`src/hw/rtl/best_pair_cosine_match_macros.svh`:
```
// Assertion macros shared by the search block.
`ifndef BEST_PAIR_COSINE_MATCH_MACROS_SVH
`define BEST_PAIR_COSINE_MATCH_MACROS_SVH

// The consequent must hold in the same cycle as the antecedent.
`define BPCM_ASSERT_NOW(lbl, clk, rst_n, ante, cons, msg) \
    lbl: assert property (@(posedge clk) disable iff (!rst_n) (ante) |-> (cons)) else $error(msg);

// The consequent must hold in the cycle after the antecedent.
`define BPCM_ASSERT_NEXT(lbl, clk, rst_n, ante, cons, msg) \
    lbl: assert property (@(posedge clk) disable iff (!rst_n) (ante) |=> (cons)) else $error(msg);

`endif

```
`src/hw/rtl/bpcm_pkg.sv`:
```
`timescale 1ns / 1ps

package bpcm_pkg;

    // Storage limits.
    localparam int MAX_DIM  = 64;
    localparam int MAX_DOCS = 64;

    // Derived widths.
    localparam int DIM_W   = $clog2(MAX_DIM);
    localparam int DOC_W   = $clog2(MAX_DOCS);
    localparam int ADDR_W  = $clog2(MAX_DIM * MAX_DOCS);
    localparam int CPTR_W  = ADDR_W + 1;
    localparam int LEN_W   = 7;
    localparam int IDX_W   = 6;
    localparam int ELEM_W  = 16;
    localparam int SUM_W   = ELEM_W + 1;
    localparam int ACC_W   = 2 * SUM_W + DIM_W;
    localparam int ROOT_W  = ACC_W / 2;
    localparam int QUO_W   = 17;
    localparam int DIV_W   = ACC_W + QUO_W - 1;
    localparam int CNT_W   = 5;
    localparam int CFG_IDX_W = 2;

    // Actions.
    localparam logic [1:0] ACT_LOAD_QUERY   = 2'd0;
    localparam logic [1:0] ACT_LOAD_CONTEXT = 2'd1;
    localparam logic [1:0] ACT_RUN          = 2'd2;

    // Configuration register indexes.
    localparam logic [CFG_IDX_W-1:0] CFG_VECTOR_LENGTH = 2'd0;
    localparam logic [CFG_IDX_W-1:0] CFG_DOC_COUNT     = 2'd1;

    // Commands from the controller to the datapath.
    typedef struct packed {
        logic             load_query;
        logic             load_context;
        logic             rewind;
        logic             issue;
        logic             pair;
        logic [DOC_W-1:0] doc_i;
        logic [DOC_W-1:0] doc_j;
        logic [DIM_W-1:0] elem_k;
        logic             sqrt_init;
        logic             sqrt_step;
        logic             mul;
        logic             div_init;
        logic             div_step;
        logic             score;
        logic             best_update;
        logic             first_doc;
        logic             out_load;
    } cmd_t;

    // Status from the datapath to the controller.
    typedef struct packed {
        logic [DIM_W-1:0] vl_m1;
        logic [DOC_W-1:0] dc_m1;
        logic             out_busy;
    } sts_t;

endpackage

```
`src/hw/rtl/bpcm_ctrl.sv`:
```
`timescale 1ns / 1ps
`include "best_pair_cosine_match_macros.svh"

module bpcm_ctrl
    import bpcm_pkg::*;
(
    input  logic       clk,
    input  logic       rst_n,
    input  logic       in_valid,
    output logic       in_ready,
    input  logic [1:0] in_action,
    input  sts_t       sts,
    output cmd_t       cmd
);

    typedef enum logic [8:0] {
        S_IDLE   = 9'b000000001,
        S_ACC    = 9'b000000010,
        S_DRAIN  = 9'b000000100,
        S_SQRT   = 9'b000001000,
        S_MUL    = 9'b000010000,
        S_DIV    = 9'b000100000,
        S_SCORE  = 9'b001000000,
        S_NEXT   = 9'b010000000,
        S_FINISH = 9'b100000000
    } state_t;

    localparam logic [CNT_W-1:0] DRAIN_LAST = CNT_W'(2);
    localparam logic [CNT_W-1:0] SQRT_LAST  = CNT_W'(ROOT_W - 1);
    localparam logic [CNT_W-1:0] DIV_LAST   = CNT_W'(QUO_W);

    state_t           state_reg, state_next;
    logic [DIM_W-1:0] k_reg, k_next;
    logic [DOC_W-1:0] i_reg, i_next, j_reg, j_next;
    logic             pair_reg, pair_next;
    logic [CNT_W-1:0] cnt_reg, cnt_next;
    logic             accept, more_pairs;

    assign in_ready = (state_reg == S_IDLE);
    assign accept   = in_valid && in_ready;
    assign more_pairs = pair_reg ? (DOC_W'(j_reg + DOC_W'(1)) != i_reg) : (i_reg != '0);

    // Sequencing over documents, pairs and elements.
    always_comb
    begin
        state_next = state_reg;
        k_next     = k_reg;
        i_next     = i_reg;
        j_next     = j_reg;
        pair_next  = pair_reg;
        cnt_next   = cnt_reg;
        cmd        = '0;
        cmd.pair   = pair_reg;
        cmd.doc_i  = i_reg;
        cmd.doc_j  = j_reg;
        cmd.elem_k = k_reg;
        case (state_reg)
            S_IDLE:
            begin
                if (accept && in_action == ACT_LOAD_QUERY) cmd.load_query = 1'b1;
                if (accept && in_action == ACT_LOAD_CONTEXT) cmd.load_context = 1'b1;
                if (accept && in_action == ACT_RUN)
                begin
                    cmd.rewind = 1'b1;
                    k_next     = '0;
                    i_next     = '0;
                    j_next     = '0;
                    pair_next  = 1'b0;
                    state_next = S_ACC;
                end
            end
            S_ACC:
            begin
                cmd.issue = 1'b1;
                if (k_reg == sts.vl_m1)
                begin
                    k_next     = '0;
                    cnt_next   = '0;
                    state_next = S_DRAIN;
                end
                else
                begin
                    k_next = k_reg + DIM_W'(1);
                end
            end
            S_DRAIN:
            begin
                if (cnt_reg == DRAIN_LAST)
                begin
                    cmd.sqrt_init = 1'b1;
                    cnt_next      = '0;
                    state_next    = S_SQRT;
                end
                else
                begin
                    cnt_next = cnt_reg + CNT_W'(1);
                end
            end
            S_SQRT:
            begin
                cmd.sqrt_step = 1'b1;
                if (cnt_reg == SQRT_LAST)
                begin
                    cnt_next   = '0;
                    state_next = S_MUL;
                end
                else
                begin
                    cnt_next = cnt_reg + CNT_W'(1);
                end
            end
            S_MUL:
            begin
                cmd.mul    = 1'b1;
                cnt_next   = '0;
                state_next = S_DIV;
            end
            S_DIV:
            begin
                if (cnt_reg == '0) cmd.div_init = 1'b1;
                else cmd.div_step = 1'b1;
                if (cnt_reg == DIV_LAST) state_next = S_SCORE;
                else cnt_next = cnt_reg + CNT_W'(1);
            end
            S_SCORE:
            begin
                cmd.score = 1'b1;
                if (more_pairs)
                begin
                    j_next     = pair_reg ? DOC_W'(j_reg + DOC_W'(1)) : '0;
                    pair_next  = 1'b1;
                    state_next = S_ACC;
                end
                else
                begin
                    state_next = S_NEXT;
                end
            end
            S_NEXT:
            begin
                cmd.best_update = 1'b1;
                cmd.first_doc   = (i_reg == '0);
                if (i_reg == sts.dc_m1)
                begin
                    state_next = S_FINISH;
                end
                else
                begin
                    i_next     = i_reg + DOC_W'(1);
                    j_next     = '0;
                    pair_next  = 1'b0;
                    state_next = S_ACC;
                end
            end
            S_FINISH:
            begin
                if (!sts.out_busy)
                begin
                    cmd.out_load = 1'b1;
                    state_next   = S_IDLE;
                end
            end
            default:
            begin
                state_next = S_IDLE;
            end
        endcase
    end

    always_ff @(posedge clk or negedge rst_n)
    begin
        if (!rst_n)
        begin
            state_reg <= S_IDLE;
            k_reg     <= '0;
            i_reg     <= '0;
            j_reg     <= '0;
            pair_reg  <= 1'b0;
            cnt_reg   <= '0;
        end
        else
        begin
            state_reg <= state_next;
            k_reg     <= k_next;
            i_reg     <= i_next;
            j_reg     <= j_next;
            pair_reg  <= pair_next;
            cnt_reg   <= cnt_next;
        end
    end

    // A run request starts the element walk on the next cycle.
    `BPCM_ASSERT_NEXT(a_run_starts, clk, rst_n, accept && in_action == ACT_RUN, state_reg == S_ACC, "run did not start")
    // The element index stays within the vector length.
    `BPCM_ASSERT_NOW(a_k_range, clk, rst_n, state_reg == S_ACC, k_reg <= sts.vl_m1, "element index out of range")
    // A pair partner always precedes the current document.
    `BPCM_ASSERT_NOW(a_pair_order, clk, rst_n, pair_reg, j_reg < i_reg, "pair partner not earlier")
    // A result is loaded only into a free output register.
    `BPCM_ASSERT_NOW(a_out_free, clk, rst_n, cmd.out_load, !sts.out_busy, "result overwrote pending output")

endmodule

```
`config.mk`:
```
export PLATFORM = sky130hd
export DESIGN_NAME = bpcm_ctrl
export DESIGN_NICKNAME = d
export VERILOG_FILES = /design/src/hw/rtl/bpcm_pkg.sv /design/src/hw/rtl/bpcm_ctrl.sv
export VERILOG_INCLUDE_DIRS = /design/src /design/src/hw/rtl
export SDC_FILE = /design/constraint.sdc
export NUM_CORES = 1
export LEC_CHECK = 0
export ABC_AREA = 1
export BUFFER_PORTS_ARGS = -buffer_cell sky130_fd_sc_hd__buf_2
export CELL_PAD_IN_SITES_DETAIL_PLACEMENT = 0
export CELL_PAD_IN_SITES_GLOBAL_PLACEMENT = 1
export CORE_MARGIN = 3
export CORE_UTILIZATION = 42
export DETAILED_ROUTE_END_ITERATION = 12
export GPL_TIMING_DRIVEN = 0
export PLACE_DENSITY_LB_ADDON = 0.1
export SYNTH_ARGS = -nofsm -noshare
export SYNTH_HDL_FRONTEND = slang
export SYNTH_SLANG_ARGS = --single-unit
```
`constraint.sdc`:
```
create_clock -name clk -period 2.4 [get_ports clk]
set_input_delay 0.6 -clock clk [delete_from_list [all_inputs] [get_ports clk]]
set_output_delay 0.6 -clock clk [all_outputs]
set_load 0.005 [all_outputs]
```
==> metrics.txt <==
Max Clk Rate=approximately 450 MHz; diode count=0; Crit. Startpoint=state_reg[5]; Vias=between 2000 and 2500; fin area=between 0.002 and 0.003 mm^2; outcome=complete, no violations; R2R depth=14; wire per inst=about 13 um; initial core utilization=0.446; Pre-antenna DRT Iters=4; sw power=roughly 0.96 mW; CP max stage cell=dfrtp_1; Final Critical Period=2.23 ns; Initial DRC Count=101; Vias/cell=~5.0; flop2flop setup slack=0.46 ns; global-route wire length before repair=10800 um; GPL Wtd Cong=about 0.80; Max Cap Violations=0; worst r2r src=j_reg[0]; H-tree Lvls=2; Slew Limit Headroom=0.478; Critical Path Sink Type=primary output; CTS buffer count=5; Syn Area/Cell=6.97 um^2; Post-Syn Instances=around 360; I/O pin cnt=51; Sw Share=0.450; DRC Markers=0; YS warnings=0; cell mode on critical path=inv_1; Synth Cell Area=approximately 0.0025 mm^2; critical path startpoint category=flip-flop; clock skew=about 0.0085 ns; DRT antenna net count=0; Die H=roughly 84 um; vias in the first global route=roughly 2300; area growth from synthesis to final layout=17.4%; CP arrival=approximately 1.6 ns; Pwr Density=slightly above 700 mW/mm^2; layout cells sized above 1=0.228; max reg flops=9; HP Class=input pin to asynchronous set/reset pin; largest net degree at the start of global routing=34; synthesis-stage register bit count=33; hpwl dp=4860 um; Combinational Power Share=0.460; DRT Wirelength=slightly above 6000 um; CP peak stage delay=slightly below 0.4 ns; die area=about 0.0070 mm^2; port buffer count=50; GRT overflow=0; clk_lat worst skew=between 0.2 and 0.3 ns; final hold vios=0; Syn Nets=389; worst-margin pin slew=between 0.7 and 0.8 ns; internal power=1.18 mW; total negative slack=0 ns; DP Area=0.00287 mm^2; CTS Root Cell=clkbuf_8; critical path cell sequence=nor2_2 -> inv_1 -> nor3_1 -> nand2_1 -> inv_1 -> buf_4 -> buf_2; CP Max Fanout=3; initial antenna violation count=0; sequential share of power=0.342; buffer depth of the longest clock path=2; Post-CTS Setup Inserts=0; Final Slew Violations=0; row cnt=27; Distinct cells, synth=39; Clock Pin Slew Worst Setup and Hold Paths=about 0.070 ns; RSZ-0062 raised after global routing=no; NumNets Final=approximately 450; Core Footprint=about 0.0057 mm^2; Worst VDD drop=roughly 0.40 mV; Worst Path Required=between 1.5 and 2 ns; CTS Sinks=33; reg2reg end=j_reg[3]; CTS tree=yes; Final setup viols=0; sequential share of the synthesized area=0.327; leading cell type in the layout, fill and taps excluded=nand2_1; Clock Power Share=0.198; most frequent cells in the layout=nand2_1, inv_1, buf_2; critical path class=flip-flop to primary output; Lkg Pwr=about 1.6 nW; fin crit share=0.930; All-Layer GR Usage=0.188; Die W=83.6 um; FILL cells=608
==> worst max-delay path by stage <==
stage,cells past startpoint,endpoint
after floorplan,7,cmd[4]
after global placement,8,cnt_reg[2]
after detailed placement,8,cnt_reg[3]
after CTS,8,cmd[4]
after global routing,7,cmd[3]
final,7,cmd[3]
==> per-layer routing <==
| metal | routed length (um) | GRT usage | part of all wire |
|---|---|---|---|
| met1 | 3180 | 0.264 | 0.51 |
| met2 | 2640 | 0.296 | 0.42 |
| met3 | 335 | 0.0365 | 0.054 |
| met4 | 61 | 0.0482 | 0.0098 |
| met5 | 0 | 0 | 0 |
==> through the flow <==
stage	power [mW]	cells	utilization	hold WS [ns]	setup slack (ns)
final	2.14	493	0.523	0.386	0.168
after global routing	2.33	493	0.523	0.457	0.00914
after CTS	2.15	493	0.520	0.418	0.0734
after detailed placement	1.72	485	0.506	0.517	0.386
after global placement	1.72	485	0.506	0.507	0.409
after floorplan	1.47	363	-	0.304	0.641
==> critical path, delay by kind of cell (launching register included) <==
kind                   cells  cell delay, ns
DFF                        1            0.39
and+or+nand+nor            3            0.53
buffers and inverters      4            0.43
==> power groups by stage <==
stage	logic, mW	clock network, mW	registers (mW)
3_5_place_dp	0.982	0	0.740
6_report	0.983	0.423	0.730
2_1_floorplan	0.742	0	0.725
4_1_cts	0.986	0.438	0.729
3_3_place_gp	0.979	0	0.737
5_1_grt	1.13	0.458	0.743
==> cell usage after synthesis <==
cell type,count,area share
dfrtp_1,32,0.32
a21oi_1,7,0.014
nor4_1,5,0.012
o211ai_1,1,0.0030
nand3b_4,1,0.0079
nand2_2,4,0.0099
nor2_4,2,0.0089
buf_4,2,0.0059
nand3_4,1,0.0069
clkbuf_1,2,0.0030
o22ai_1,1,0.0025
inv_2,1,0.0015
buf_6,1,0.0045
inv_1,57,0.085
nor2_2,3,0.0074
nor3_1,14,0.028
nor2_8,1,0.0079
nand4_2,1,0.0049
nand2_1,84,0.12
ha_1,8,0.040
o21ai_2,4,0.014
nand2_4,3,0.013
a211oi_1,1,0.0030
o21ai_0,11,0.022
o21a_1,1,0.0030
nand3_2,2,0.0079
nand3_1,49,0.097
nor2_1,32,0.048
dfstp_2,1,0.010
or2_2,6,0.015
xor2_1,9,0.031
buf_2,1,0.0020
o21bai_1,1,0.0030
a22oi_1,1,0.0030
xnor2_1,1,0.0035
or2_0,1,0.0025
a31oi_1,1,0.0025
o211a_1,1,0.0040
nand4_1,9,0.022
==> cells by family after synthesis <==
group | synth area share
AOI/OAI and AO/OA | 0.0732
xor gates and xnor gates | 0.0346
adders and majority gates | 0.0396
buffers and inverters | 0.101
DFF | 0.327
and+or+nand+nor | 0.424
==> repair_timing <==
action	CTS	global route
resized for setup	0	5
hold buffers	0	0
endpoints found under the setup margin	0	5
==> final cells by class <==
cell class | instances | area [um^2] | share of cell area
multi-input combinational | 266 | 1460 | 0.493
timing repair buffer | 50 | 250 | 0.0843
buffer | 6 | 38.8 | 0.0131
clock buffer | 6 | 72.6 | 0.0244
inverter | 58 | 218 | 0.0733
tap | 72 | 90.1 | 0.0303
clock inverter | 2 | 10.0 | 0.00337
sequential | 33 | 827 | 0.279
Note: power is estimated with default switching activity, not from simulation.
